`config.mk`:
```
export PLATFORM = sky130hd
export DESIGN_NAME = reservation_station_wakeup_issue
export DESIGN_NICKNAME = d
export VERILOG_FILES = /design/src/sv/rswi_pkg.sv /design/src/sv/reservation_station_wakeup_issue.sv /design/src/sv/rswi_cell.sv
export SDC_FILE = /design/constraint.sdc
export NUM_CORES = 2
export LEC_CHECK = 0
export ABC_AREA = 0
export BUFFER_PORTS_ARGS = -buffer_cell sky130_fd_sc_hd__buf_2
export CAP_MARGIN = 20
export CORE_MARGIN = 2
export CORE_UTILIZATION = 55
export CTS_CLUSTER_SIZE = 20
export DETAILED_ROUTE_END_ITERATION = 16
export GPL_ROUTABILITY_DRIVEN = 0
export PLACE_DENSITY = 0.74
export REMOVE_ABC_BUFFERS = 1
export SLEW_MARGIN = 20
export SYNTH_ARGS = -nofsm -noshare
export SYNTH_HDL_FRONTEND = slang
export SYNTH_SLANG_ARGS = --single-unit
```
`constraint.sdc`:
```
create_clock -name clock -period 74.4 [get_ports clock]
set_clock_uncertainty 0.15 [all_clocks]
set_input_delay 14.88 -clock clock [delete_from_list [all_inputs] [get_ports clock]]
set_output_delay 14.88 -clock clock [all_outputs]
set_load 0.02 [all_outputs]
```
`src/sv/rswi_pkg.sv`:
```
// ----------------------------------------------------------------------------
// rswi_pkg
// Shared types and codes for the reservation station wakeup/issue block.
// ----------------------------------------------------------------------------
package rswi_pkg;

   // operation codes carried on req_tuser
   localparam logic [1:0] OP_INSERT = 2'd0;
   localparam logic [1:0] OP_WAKEUP = 2'd1;
   localparam logic [1:0] OP_TICK   = 2'd2;
   localparam logic [1:0] OP_CLEAR  = 2'd3;

   // response status codes carried on rsp_tuser
   localparam logic STATUS_ISSUED   = 1'b0;
   localparam logic STATUS_REJECTED = 1'b1;

   typedef enum logic [1:0] {
      ST_IDLE = 2'b01,
      ST_SCAN = 2'b10
   } state_type;

   // per-cell control strobes
   typedef struct packed {
      logic clear;   // drop every entry
      logic insert;  // write the insert beat into pending
      logic wakeup;  // match the broadcast tag against pending waits
      logic commit;  // copy pending into committed
      logic shift;   // committed takes neighbor's committed
      logic free;    // issued this tick: pending goes not busy
   } cell_ctrl_type;

endpackage

```
`src/sv/reservation_station_wakeup_issue.sv`:
```
// ----------------------------------------------------------------------------
// reservation_station_wakeup_issue
// Tomasulo reservation station built as a ring of entry cells.
// ----------------------------------------------------------------------------
// Usage:
//  req_* beats carry one command (req_tuser): insert, wakeup, tick, clear.
//  rsp_* beats carry issued operations (rsp_tuser = 0) or an insert reject
//  (rsp_tuser = 1); rsp_tlast marks the final beat caused by a command.
//  Insert, wakeup and clear give no beat, except a reject on a full
//  station, which shows on rsp in the cycle after the insert.
//  A tick with exec_free set and ready committed entries walks the
//  committed table through the ring one entry per cycle while the output
//  register can load, the head cell feeding the output register; it visits
//  entries from index 0 up to the highest ready one. The walk stops after
//  the last ready entry and pending is then copied into committed.
//  req_tready is high only while idle with the output register empty, so
//  a command that gives a beat holds off the next one until the beat is taken.
//  Reset (synchronous) empties both tables; no clearing pass is needed.
//  A stalled receiver holds the output beat and freezes the walk.
// ----------------------------------------------------------------------------
module reservation_station_wakeup_issue #(
   parameter int ENTRIES    = 16,
   parameter int TAG_COUNT  = 32,
   parameter int DATA_WIDTH = 32
) (
   input  logic clock,
   input  logic reset,
   // req_tdata, low bit up: opcode, uses_immediate, is_load, first_value,
   // second_value, first_wait_tag, second_wait_tag, immediate, dest_tag,
   // exec_free, zero fill
   input  logic                                      req_tvalid,
   output logic                                      req_tready,
   input  logic [((3*DATA_WIDTH+3*$clog2(TAG_COUNT)+11+7)/8)*8-1:0] req_tdata,
   input  logic [1:0]                                req_tuser,  // operation
   // rsp_tdata, low bit up: issued_opcode, first_operand, second_operand,
   // result_tag, to_load_store, zero fill
   output logic                                      rsp_tvalid,
   input  logic                                      rsp_tready,
   output logic [((2*DATA_WIDTH+$clog2(TAG_COUNT)+7+7)/8)*8-1:0] rsp_tdata,
   output logic                                      rsp_tuser,  // status
   output logic                                      rsp_tlast
);

   localparam int TAG_W  = $clog2(TAG_COUNT);
   localparam int IDX_W  = $clog2(ENTRIES);
   localparam int OUT_W  = 2*DATA_WIDTH + TAG_W + 7;
   localparam int OUT_BW = ((OUT_W + 7) / 8) * 8;
   localparam int O_FV   = 8;
   localparam int O_SV   = O_FV + DATA_WIDTH;
   localparam int O_FW   = O_SV + DATA_WIDTH;
   localparam int O_SW   = O_FW + TAG_W + 1;
   localparam int O_IM   = O_SW + TAG_W + 1;
   localparam int O_DT   = O_IM + DATA_WIDTH;
   localparam int O_EF   = O_DT + TAG_W;

   // request fields
   logic [5:0]            f_opcode;
   logic [1:0]            f_kind;
   logic [DATA_WIDTH-1:0] f_first, f_second, f_imm;
   logic [TAG_W:0]        f_fwait, f_swait;
   logic [TAG_W-1:0]      f_tag;
   logic                  f_exec_free;

   assign f_opcode    = req_tdata[5:0];
   assign f_kind      = req_tdata[7:6];   // bit 0 immediate form, bit 1 load
   assign f_first     = req_tdata[O_FV +: DATA_WIDTH];
   assign f_second    = req_tdata[O_SV +: DATA_WIDTH];
   assign f_fwait     = req_tdata[O_FW +: TAG_W+1];
   assign f_swait     = req_tdata[O_SW +: TAG_W+1];
   assign f_imm       = req_tdata[O_IM +: DATA_WIDTH];
   assign f_tag       = req_tdata[O_DT +: TAG_W];
   assign f_exec_free = req_tdata[O_EF];

   // ring wires
   logic                  c_busy   [ENTRIES];
   logic [5:0]            c_opcode [ENTRIES];
   logic [1:0]            c_kind   [ENTRIES];
   logic [DATA_WIDTH-1:0] c_first  [ENTRIES];
   logic [DATA_WIDTH-1:0] c_second [ENTRIES];
   logic [DATA_WIDTH-1:0] c_imm    [ENTRIES];
   logic [TAG_W:0]        c_fwait  [ENTRIES];
   logic [TAG_W:0]        c_swait  [ENTRIES];
   logic [TAG_W-1:0]      c_tag    [ENTRIES];
   logic [ENTRIES-1:0]    ready_vec, busy_vec;
   rswi_pkg::cell_ctrl_type ctrl [ENTRIES];

   // control state
   rswi_pkg::state_type state_ff, state_in;
   logic [IDX_W-1:0]    idx_ff, idx_in;
   logic [ENTRIES-1:0]  mask_ff, mask_in;
   logic                rsp_valid_ff, rsp_valid_in;
   logic [OUT_BW-1:0]   rsp_data_ff;
   logic                rsp_status_ff, rsp_last_ff;

   logic               accept, slot_free;
   logic               do_insert, do_wakeup, do_clear, do_tick;
   logic               tick_commit, scan_emit, scan_shift, scan_commit, reject;
   logic [ENTRIES-1:0] free_vec, ins_onehot, idx_onehot, mask_left;

   assign accept    = req_tvalid && req_tready;
   assign slot_free = !rsp_valid_ff || rsp_tready;
   assign do_insert = accept && (req_tuser == rswi_pkg::OP_INSERT);
   assign do_wakeup = accept && (req_tuser == rswi_pkg::OP_WAKEUP);
   assign do_tick   = accept && (req_tuser == rswi_pkg::OP_TICK);
   assign do_clear  = accept && (req_tuser == rswi_pkg::OP_CLEAR);

   // lowest free committed entry
   assign free_vec   = ~busy_vec;
   assign ins_onehot = free_vec & (~free_vec + {{(ENTRIES-1){1'b0}}, 1'b1});
   assign reject     = do_insert && (&busy_vec);

   // tick with nothing to issue commits at once
   assign tick_commit = do_tick && !(f_exec_free && (|ready_vec));

   assign idx_onehot  = {{(ENTRIES-1){1'b0}}, 1'b1} << idx_ff;
   assign mask_left   = mask_ff & ~idx_onehot;
   assign scan_emit   = (state_ff == rswi_pkg::ST_SCAN) && slot_free && (|(mask_ff & idx_onehot));
   assign scan_commit = (state_ff == rswi_pkg::ST_SCAN) && slot_free && (mask_left == '0);
   assign scan_shift  = (state_ff == rswi_pkg::ST_SCAN) && slot_free && (mask_left != '0);

   assign req_tready = (state_ff == rswi_pkg::ST_IDLE) && !rsp_valid_ff;

   always_comb begin
      state_in     = state_ff;
      idx_in       = idx_ff;
      mask_in      = mask_ff;
      rsp_valid_in = rsp_valid_ff && !rsp_tready;
      case (state_ff)
         rswi_pkg::ST_IDLE: begin
            if (do_tick && !tick_commit) begin
               state_in = rswi_pkg::ST_SCAN;
               idx_in   = '0;
               mask_in  = ready_vec;
            end
            if (reject) begin
               rsp_valid_in = 1'b1;
            end
         end
         rswi_pkg::ST_SCAN: begin
            if (scan_emit) begin
               rsp_valid_in = 1'b1;
            end
            if (scan_commit) begin
               state_in = rswi_pkg::ST_IDLE;
            end else if (scan_shift) begin
               idx_in  = idx_ff + 1'b1;
               mask_in = mask_left;
            end
         end
         default: begin
            state_in = rswi_pkg::ST_IDLE;
         end
      endcase
   end

   always_ff @(posedge clock) begin
      if (reset) begin
         state_ff     <= rswi_pkg::ST_IDLE;
         rsp_valid_ff <= 1'b0;
      end else begin
         state_ff     <= state_in;
         rsp_valid_ff <= rsp_valid_in;
      end
      idx_ff  <= idx_in;
      mask_ff <= mask_in;

      // output beat: head cell holds the entry being walked
      if (reject) begin
         rsp_data_ff   <= '0;
         rsp_status_ff <= rswi_pkg::STATUS_REJECTED;
         rsp_last_ff   <= 1'b1;
      end else if (scan_emit) begin
         rsp_data_ff <= OUT_BW'({c_kind[0][1], c_tag[0],
                                 (c_kind[0][0] ? c_imm[0] : c_second[0]),
                                 c_first[0], c_opcode[0]});
         rsp_status_ff <= rswi_pkg::STATUS_ISSUED;
         rsp_last_ff   <= (mask_left == '0);
      end
   end

   assign rsp_tvalid = rsp_valid_ff;
   assign rsp_tdata  = rsp_data_ff;
   assign rsp_tuser  = rsp_status_ff;
   assign rsp_tlast  = rsp_last_ff;

   for (genvar g = 0; g < ENTRIES; g++) begin : g_cell
      localparam int NX = (g + 1) % ENTRIES;

      assign busy_vec[g]     = c_busy[g];
      assign ctrl[g].clear   = do_clear;
      assign ctrl[g].insert  = do_insert && !reject && ins_onehot[g];
      assign ctrl[g].wakeup  = do_wakeup;
      assign ctrl[g].commit  = tick_commit || scan_commit;
      assign ctrl[g].shift   = scan_shift;
      assign ctrl[g].free    = scan_emit && idx_onehot[g];

      rswi_cell #(
         .DATA_WIDTH (DATA_WIDTH),
         .TAG_W      (TAG_W)
      ) u_cell (
         .clock     (clock),
         .reset     (reset),
         .ctrl      (ctrl[g]),
         .in_opcode (f_opcode),
         .in_kind   (f_kind),
         .in_first  (f_first),
         .in_second (f_second),
         .in_imm    (f_imm),
         .in_fwait  (f_fwait),
         .in_swait  (f_swait),
         .in_tag    (f_tag),
         .n_busy    (c_busy[NX]),
         .n_opcode  (c_opcode[NX]),
         .n_kind    (c_kind[NX]),
         .n_first   (c_first[NX]),
         .n_second  (c_second[NX]),
         .n_imm     (c_imm[NX]),
         .n_fwait   (c_fwait[NX]),
         .n_swait   (c_swait[NX]),
         .n_tag     (c_tag[NX]),
         .c_busy    (c_busy[g]),
         .c_opcode  (c_opcode[g]),
         .c_kind    (c_kind[g]),
         .c_first   (c_first[g]),
         .c_second  (c_second[g]),
         .c_imm     (c_imm[g]),
         .c_fwait   (c_fwait[g]),
         .c_swait   (c_swait[g]),
         .c_tag     (c_tag[g]),
         .c_ready   (ready_vec[g])
      );
   end

endmodule

```
`src/sv/rswi_cell.sv`:
```
// ----------------------------------------------------------------------------
// rswi_cell
// One station entry: pending and committed copy, wakeup match, ready flag.
// ----------------------------------------------------------------------------
module rswi_cell #(
   parameter int DATA_WIDTH = 32,
   parameter int TAG_W      = 5
) (
   input  logic                  clock,
   input  logic                  reset,
   input  rswi_pkg::cell_ctrl_type ctrl,
   // insert / wakeup beat
   input  logic [5:0]            in_opcode,
   input  logic [1:0]            in_kind,
   input  logic [DATA_WIDTH-1:0] in_first,
   input  logic [DATA_WIDTH-1:0] in_second,
   input  logic [DATA_WIDTH-1:0] in_imm,
   input  logic [TAG_W:0]        in_fwait,
   input  logic [TAG_W:0]        in_swait,
   input  logic [TAG_W-1:0]      in_tag,
   // committed entry of the next cell in the ring
   input  logic                  n_busy,
   input  logic [5:0]            n_opcode,
   input  logic [1:0]            n_kind,
   input  logic [DATA_WIDTH-1:0] n_first,
   input  logic [DATA_WIDTH-1:0] n_second,
   input  logic [DATA_WIDTH-1:0] n_imm,
   input  logic [TAG_W:0]        n_fwait,
   input  logic [TAG_W:0]        n_swait,
   input  logic [TAG_W-1:0]      n_tag,
   // committed entry of this cell
   output logic                  c_busy,
   output logic [5:0]            c_opcode,
   output logic [1:0]            c_kind,
   output logic [DATA_WIDTH-1:0] c_first,
   output logic [DATA_WIDTH-1:0] c_second,
   output logic [DATA_WIDTH-1:0] c_imm,
   output logic [TAG_W:0]        c_fwait,
   output logic [TAG_W:0]        c_swait,
   output logic [TAG_W-1:0]      c_tag,
   output logic                  c_ready
);

   logic                  p_busy_ff,   c_busy_ff;
   logic [5:0]            p_opcode_ff, c_opcode_ff;
   logic [1:0]            p_kind_ff,   c_kind_ff;
   logic [DATA_WIDTH-1:0] p_first_ff,  c_first_ff;
   logic [DATA_WIDTH-1:0] p_second_ff, c_second_ff;
   logic [DATA_WIDTH-1:0] p_imm_ff,    c_imm_ff;
   logic [TAG_W:0]        p_fwait_ff,  c_fwait_ff;
   logic [TAG_W:0]        p_swait_ff,  c_swait_ff;
   logic [TAG_W-1:0]      p_tag_ff,    c_tag_ff;

   logic hit_first, hit_second;

   // sign bit set means no wait
   assign hit_first  = p_busy_ff && !p_fwait_ff[TAG_W] && (p_fwait_ff[TAG_W-1:0] == in_tag);
   assign hit_second = p_busy_ff && !hit_first && !p_swait_ff[TAG_W]
                       && (p_swait_ff[TAG_W-1:0] == in_tag);

   always_ff @(posedge clock) begin
      if (reset || ctrl.clear) begin
         p_busy_ff <= 1'b0;
      end else if (ctrl.insert) begin
         p_busy_ff <= 1'b1;
      end else if (ctrl.free) begin
         p_busy_ff <= 1'b0;
      end

      if (ctrl.insert) begin
         p_opcode_ff <= in_opcode;
         p_kind_ff   <= in_kind;
         p_first_ff  <= in_first;
         p_second_ff <= in_second;
         p_imm_ff    <= in_imm;
         p_fwait_ff  <= in_fwait;
         p_swait_ff  <= in_swait;
         p_tag_ff    <= in_tag;
      end else if (ctrl.wakeup) begin
         if (hit_first) begin
            p_first_ff <= in_first;
            p_fwait_ff <= {1'b1, {TAG_W{1'b1}}};
         end else if (hit_second) begin
            p_second_ff <= in_first;
            p_swait_ff  <= {1'b1, {TAG_W{1'b1}}};
         end
      end

      if (reset || ctrl.clear) begin
         c_busy_ff <= 1'b0;
      end else if (ctrl.commit) begin
         c_busy_ff <= p_busy_ff && !ctrl.free;
      end else if (ctrl.shift) begin
         c_busy_ff <= n_busy;
      end

      if (ctrl.commit) begin
         c_opcode_ff <= p_opcode_ff;
         c_kind_ff   <= p_kind_ff;
         c_first_ff  <= p_first_ff;
         c_second_ff <= p_second_ff;
         c_imm_ff    <= p_imm_ff;
         c_fwait_ff  <= p_fwait_ff;
         c_swait_ff  <= p_swait_ff;
         c_tag_ff    <= p_tag_ff;
      end else if (ctrl.shift) begin
         c_opcode_ff <= n_opcode;
         c_kind_ff   <= n_kind;
         c_first_ff  <= n_first;
         c_second_ff <= n_second;
         c_imm_ff    <= n_imm;
         c_fwait_ff  <= n_fwait;
         c_swait_ff  <= n_swait;
         c_tag_ff    <= n_tag;
      end
   end

   assign c_busy   = c_busy_ff;
   assign c_opcode = c_opcode_ff;
   assign c_kind   = c_kind_ff;
   assign c_first  = c_first_ff;
   assign c_second = c_second_ff;
   assign c_imm    = c_imm_ff;
   assign c_fwait  = c_fwait_ff;
   assign c_swait  = c_swait_ff;
   assign c_tag    = c_tag_ff;
   assign c_ready  = c_busy_ff && c_fwait_ff[TAG_W] && (c_kind_ff[0] || c_swait_ff[TAG_W]);

endmodule

```
=== Word-level counts from Yosys, hierarchy flattened ===
Index checks and enable logic that the tools add are counted.

* Register bits after elaboration: 4005
* Bits in latches: 0
* Bits in writable memories: 0
* Memory bits (read-only): 0
* Bits of input ports: 134
* Output and inout bits: 84
* Logic and storage cells: 1290
* Memories kept: 0

* $add $sub $neg: 2
* $mul: 0
* Div/mod/pow operators: 0
* Order comparisons: 0
* Equal/unequal tests: 57
* Shift operators: 1
* Multiplexer cells: 559
* Bitwise operators: 6
* Reductions and logical operators: 370

{| class="wikitable"
|+ Operator list
! cell !! count
|-
| 32-bit two-way mux || 209
|-
| 6-bit two-way mux || 208
|-
| 1-bit logical AND || 176
|-
| 5-bit == test || 32
|-
| 5-bit two-way mux || 32
|-
| 2-bit nonzero test || 66
|-
| 1-bit zero test || 69
|-
| 2-bit two-way mux || 34
|-
| 1-bit two-way mux || 66
|-
| 16-bit AND || 3
|-
| 16-bit two-way mux || 3
|-
| 16-bit NOT || 3
|-
| 3-bit AND reduction || 16
|-
| 2-bit != test (second input constant) || 19
|-
| 2-bit AND reduction || 17
|-
| 16-bit one-hot mux with 2 select lines || 1
|-
| 16-bit OR reduction || 2
|-
| 1-bit logical OR || 19
|-
| 16-bit by 1-bit adder with 16-bit output (second input constant) || 1
|-
| 16-bit zero test || 1
|-
| 16-bit AND reduction || 1
|-
| 16-bit nonzero test || 1
|-
| 1-bit by 4-bit left shift with 16-bit output (first input constant) || 1
|-
| 4-bit two-way mux || 3
|-
| 9 further kinds || 12
|}

=== Longest topological paths before layout ===
* Word-level depth: 11
* Gate-level depth with buffers: 13
* Depth with buffers taken out: 9

=== Modules after synthesis ===
Synthesis repeated with hierarchy kept, for this count alone.

* Cells, all modules: 7854
* Area, all modules: 155436.6 µm²

{| class="wikitable"
|+ Modules (own cells, without submodules)
! module !! times used !! cells each !! area each (µm²)
|-
| rswi_cell || 16 || 453 || 9387.8
|-
| reservation_station_wakeup_issue || 1 || 606 || 5232.5
|}

=== Least setup slack after synthesis ===
OpenSTA, ideal clock, no wires.

* Kind: input to register
* Start: input port req_tvalid
* End: register g_cell[0].u_cell.c_first_ff[0], enable pin
* Arrival: 57821 ps
* Data required time: 71761 ps
* Path slack: 13940 ps
* Cell stages on the path: 7
* Buffers on the path: 2
* Cells stage by stage: nand3b_1 > nor2_1 > nand2_1 > a21oi_1 > buf_2 > buf_1 > nand2b_1

* Word-level cells in the longest chain between the ends: 5

{| class="wikitable"
|+ RTL lines
! item !! line !! text
|-
| start: declaration || reservation_station_wakeup_issue.sv:31 || <nowiki>input logic req_tvalid,</nowiki>
|-
| 1-bit logical AND || reservation_station_wakeup_issue.sv:100 || <nowiki>assign accept = req_tvalid && req_tready;</nowiki>
|-
| 1-bit logical AND || reservation_station_wakeup_issue.sv:104 || <nowiki>assign do_tick = accept && (req_tuser == rswi_pkg::OP_TICK);</nowiki>
|-
| 1-bit logical AND || reservation_station_wakeup_issue.sv:113 || <nowiki>assign tick_commit = do_tick && !(f_exec_free && (|ready_vec));</nowiki>
|-
| 1-bit logical OR || reservation_station_wakeup_issue.sv:193 || <nowiki>assign ctrl[g].commit = tick_commit || scan_commit;</nowiki>
|-
| 2-bit nonzero test (no source line) || - ||
|-
| end signal: assignment || rswi_cell.sv:100 || <nowiki>c_first_ff <= p_first_ff;</nowiki>
|-
| end signal: assignment || rswi_cell.sv:109 || <nowiki>c_first_ff <= n_first;</nowiki>
|-
| end: declaration || rswi_cell.sv:47 || <nowiki>logic [DATA_WIDTH-1:0] p_first_ff, c_first_ff;</nowiki>
|}

Every way passes these cells.
A chain may end at the register's enable or synchronous reset.

=== Worst setup path after layout ===
* Start: input port req_tvalid
* End: register g_cell[14].u_cell.c_second_ff[21] (data pin)

* Word-level cells in the longest chain between the ends: 5

{| class="wikitable"
|+ RTL lines
! item !! line !! text
|-
| 1-bit logical AND || reservation_station_wakeup_issue.sv:100 ||
|-
| 1-bit logical AND || reservation_station_wakeup_issue.sv:104 ||
|-
| 1-bit logical AND || reservation_station_wakeup_issue.sv:113 ||
|-
| 1-bit logical OR || reservation_station_wakeup_issue.sv:193 ||
|-
| 32-bit two-way mux || rswi_cell.sv:97 || <nowiki>if (ctrl.commit) begin</nowiki>
|-
| end signal: assignment || rswi_cell.sv:101 || <nowiki>c_second_ff <= p_second_ff;</nowiki>
|-
| end signal: assignment || rswi_cell.sv:110 || <nowiki>c_second_ff <= n_second;</nowiki>
|-
| end: declaration || rswi_cell.sv:48 || <nowiki>logic [DATA_WIDTH-1:0] p_second_ff, c_second_ff;</nowiki>
|}

Every way passes these cells.

==> impl_metrics.toml <==
[place]
dp_hpwl_mm = 170
dpl_worst_slack_ns = 51.59
port_buffers = 207
dp.cells = 11300

[pwr]
powerDensity_mw_per_mm2 = 26.7
p_leak_nw = 62.6
irDropWorstVdd_mv = 0.0217

[timing]
whs_ns = 0.301
fin_crit_ns = 21.93
period_share = 0.295
worstMarginPinSlew_ns = 1.21
setup_viol_count_final = 0
hold_viol_final = 0
max_slew_margin = 0.196
fmax_mhz = 45.6
rsz0062_at_grt = "false"
tns_ns = 0
finalWorstSetupSlack_ns = 52.47
drv_slew = 0

[routing]
drtIter0Drc = 7573
routed_via_density = 5.86
wl_mm = 325
dr_total_vias = 70700
wl_per_cell_microns = 27.0
dr.pass1.iters = 6
ant_nets = 0
post-route-drc-count = 0

[clocking]
numCtsBuffers = 386
path_clk_slew_ns = 0.07
cts_tree = "done"
cts_sinks = 3845
postCtsSetupBuffers = 0
hold_buffers = 0
cts_root_buf = "clkbuf_16"
post_cts_resized = 0
htree_levels = 5
ctsLongestPathBuffers = 4
clk_latency_ns = 0.96

[logic_synthesis]
syn_inst = 7694
yosysTopAreaCell = "edfxtp_1"
synth_top_flop_cell = "edfxtp_1"
postSynth.asyncResetShare = 0
synth_seq_cells = 3845
synthTopCellsByArea = "edfxtp_1 (72%), mux2_4 (14%), mux2_2 (5.6%), dfxtp_1 (1.5%), buf_6 (1.2%)"
syn_area_sq_mm = 0.155
yosysUniqueCellTypes = 65
synth_top_area_share = 0.723
synth_warnings = 0
synth-edff-count = 3732
syn_avg_cell_area_sq_um = 20.2
synth-seq-area-share = 0.737

[critical_path]
r2r-end = "g_cell[14].u_cell.c_second[21]"
slowest_delay_ns = 0.93
critPathSlowestCell = "buf_4"
cp.arrival_ns = 22.48
path_common_cell = "buf_4"
reg2reg_depth = 13
cp.required_ns = 74.95
crit_chain = "buf_2 -> nand3b_1 -> nor2_1 -> nand2_1 -> a21oi_1 -> buf_4 -> o21ba_4 -> buf_4 -> buf_4 -> buf_4 -> buf_4 -> buf_4 -> buf_4 -> mux2_2"
rrSetupSlack_ns = 65.37
critPathCaptureType = "register"
path_max_fanout = 56
timing.rr.start = "g_cell[0].u_cell.c_kind[0]"
start_kind = "primary input"
path_class = "in -> reg"

[global_routing]
antenna_found_initial = 52
grt_pass1_wl_mm = 480
grt_max_degree = 160
grt_pass1_vias = 71600
grt_usage = 0.225
gr-total-overflow = 0

[floorplanning]
fp-row-count = 194
die_x_microns = 535
coreArea_sq_mm = 0.280
io-pin-count = 218
initial_core_util = 0.554
die-area_sq_mm = 0.286
die_h_microns = 535

[min_path]
holdPathStages = 1
hold_path.startpoint = "rsp_tuser"
min_path_type = "reg -> reg"
holdPathEnd = "rsp_tuser"

[run_status]
outcome = "complete, no violations"

[final_layout]
instances_no_fill = 12100
layout-drive-gt1-share = 0.398
synthToLayoutAreaGrowth_pct = 11.0
layout.nets = 8138
final_util = 0.615

[flow_run]
drv_cap = 0
## power breakdown
part           internal (mW)  leakage, nW  switching (mW)  total (mW)
combinational          0.102         21.1           0.104       0.206
clock                   1.12         6.22           0.834        1.95
sequential              2.42         35.3          0.0157        2.44
## per-layer routing
layer / track usage / part of all wire / vias up / wire length (microns)
li1: - / - / 30500 / -
met1: 0.329 / 0.43 / 37100 / 140000
met2: 0.351 / 0.47 / 2532 / 152000
met3: 0.0369 / 0.071 / 608 / 23200
met4: 0.0652 / 0.029 / 42 / 9320
met5: 0 / 0.00084 / - / 272
## stage by stage
step / power, mW / instance area (sq um)
finish: 4.60 / 172000
global route: 4.72 / 172000
CTS: 4.63 / 172000
detailed placement: 2.69 / 159000
global placement: 2.68 / 159000
floorplan: 3.15 / 152000
## cell families (layout without fill, tap and decap cells)
family,count (synthesis),in the layout,synth area share
flip-flops,3845,3845,0.737
multiplexers,2262,2262,0.199
AND/OR/NAND/NOR,704,704,0.0231
buffers and inverters,481,1113,0.0205
AO/OA/AOI/OAI,235,235,0.0103
XOR/XNOR,158,158,0.00892
adder cells (fa/ha/maj),8,8,0.000645
other,1,20,0.0000242
## critical path: cells and delay by family
family | cells | cell delay (ns)
buffers and inverters | 8 | 5.56
muxes | 1 | 0.43
AOI/OAI and AO/OA | 2 | 0.96
and+or+nand+nor | 3 | 0.35
## Yosys cell counts (4+ instances only)
| cell | count |
|---|---|
| edfxtp_1 | 3732 |
| mux2_4 | 1460 |
| mux2_2 | 767 |
| nand2_1 | 313 |
| buf_6 | 163 |
| clkbuf_1 | 157 |
| dfxtp_1 | 113 |
| or2_2 | 110 |
| buf_2 | 95 |
| xnor2_1 | 82 |
| xor2_1 | 76 |
| a21oi_1 | 66 |
| nand2b_1 | 52 |
| nor2_1 | 51 |
| or3_1 | 45 |
| inv_1 | 41 |
| mux2i_1 | 34 |
| o21ai_0 | 33 |
| a211oi_1 | 32 |
| o31ai_1 | 28 |
| nand4_1 | 27 |
| nand3_1 | 21 |
| nor4b_1 | 20 |
| a221oi_1 | 17 |
| nor4_1 | 16 |
| o211ai_1 | 16 |
| buf_1 | 15 |
| nand4b_1 | 15 |
| a21o_1 | 12 |
| nor2b_1 | 9 |
| buf_4 | 8 |
| ha_1 | 8 |
| and2_1 | 6 |
| nor3_1 | 6 |
| a311oi_1 | 4 |
| a31o_2 | 4 |
## worst max path at each step
| stage | to | slack [ns] | start | depth (start not counted) |
|---|---|---|---|---|
| floorplan | g_cell[0].u_cell.c_first[0] | -6.72 | req_tvalid | 6 |
| global placement | g_cell[14].u_cell.c_second[21] | 51.71 | req_tvalid | 14 |
| detailed placement | g_cell[14].u_cell.c_second[21] | 51.59 | req_tvalid | 14 |
| CTS | g_cell[14].u_cell.c_second[23] | 52.55 | req_tvalid | 14 |
| global route | g_cell[14].u_cell.c_second[21] | 52.18 | req_tvalid | 14 |
| finish | g_cell[14].u_cell.c_second[21] | 52.47 | req_tvalid | 14 |
## flip-flops by register name, indices dropped and copies added (netlist names), 4 cells and up
signal and flops:
g_cell.u_cell.p_tag_ff 80, g_cell.u_cell.p_second_ff 512, g_cell.u_cell.c_first 512, g_cell.u_cell.p_swait_ff 96
g_cell.u_cell.p_busy_ff 16, g_cell.u_cell.p_fwait_ff 96, g_cell.u_cell.p_first_ff 512, g_cell.u_cell.p_imm_ff 512
g_cell.u_cell.c_opcode 96, g_cell.u_cell.c_tag 80, g_cell.u_cell.c_second 512, g_cell.u_cell.c_swait 16
mask_ff 16, g_cell.u_cell.p_kind_ff 32, g_cell.u_cell.c_imm 512, rsp_tdata 76
g_cell.u_cell.p_opcode_ff 96, g_cell.u_cell.c_kind 32, g_cell.u_cell.c_busy 16, g_cell.u_cell.c_fwait 16
idx_ff 4
## placed cells by master, fill, tap and decap left out, drive strengths merged, types with 34 or more instances in the layout
cell type  netlist  layout
edfxtp        3732    3732
mux2i           34      34
nand2          313     313
a21oi           66      66
inv             41      46
mux2          2227    2227
xor2            76      76
clkbuf         157     515
dfxtp          113     113
or3             45      45
xnor2           82      82
or2            110     110
buf            281     349
nor2            51      51
nand2b          52      52
clkinv           2     160
## cell type report
| class | count | area [sq um] |
|---|---|---|
| inverters | 43 | 176 |
| fillers | 19100 | 108000 |
| clock buffers | 515 | 10500 |
| clock inverters | 206 | 2310 |
| multi-input cells | 3371 | 38000 |
| well taps | 3724 | 4660 |
| repair buffers | 349 | 2180 |
| flip-flops and latches | 3845 | 114000 |
| diodes | 16 | 40.0 |
No activity file was read; power rests on OpenSTA's default activity.
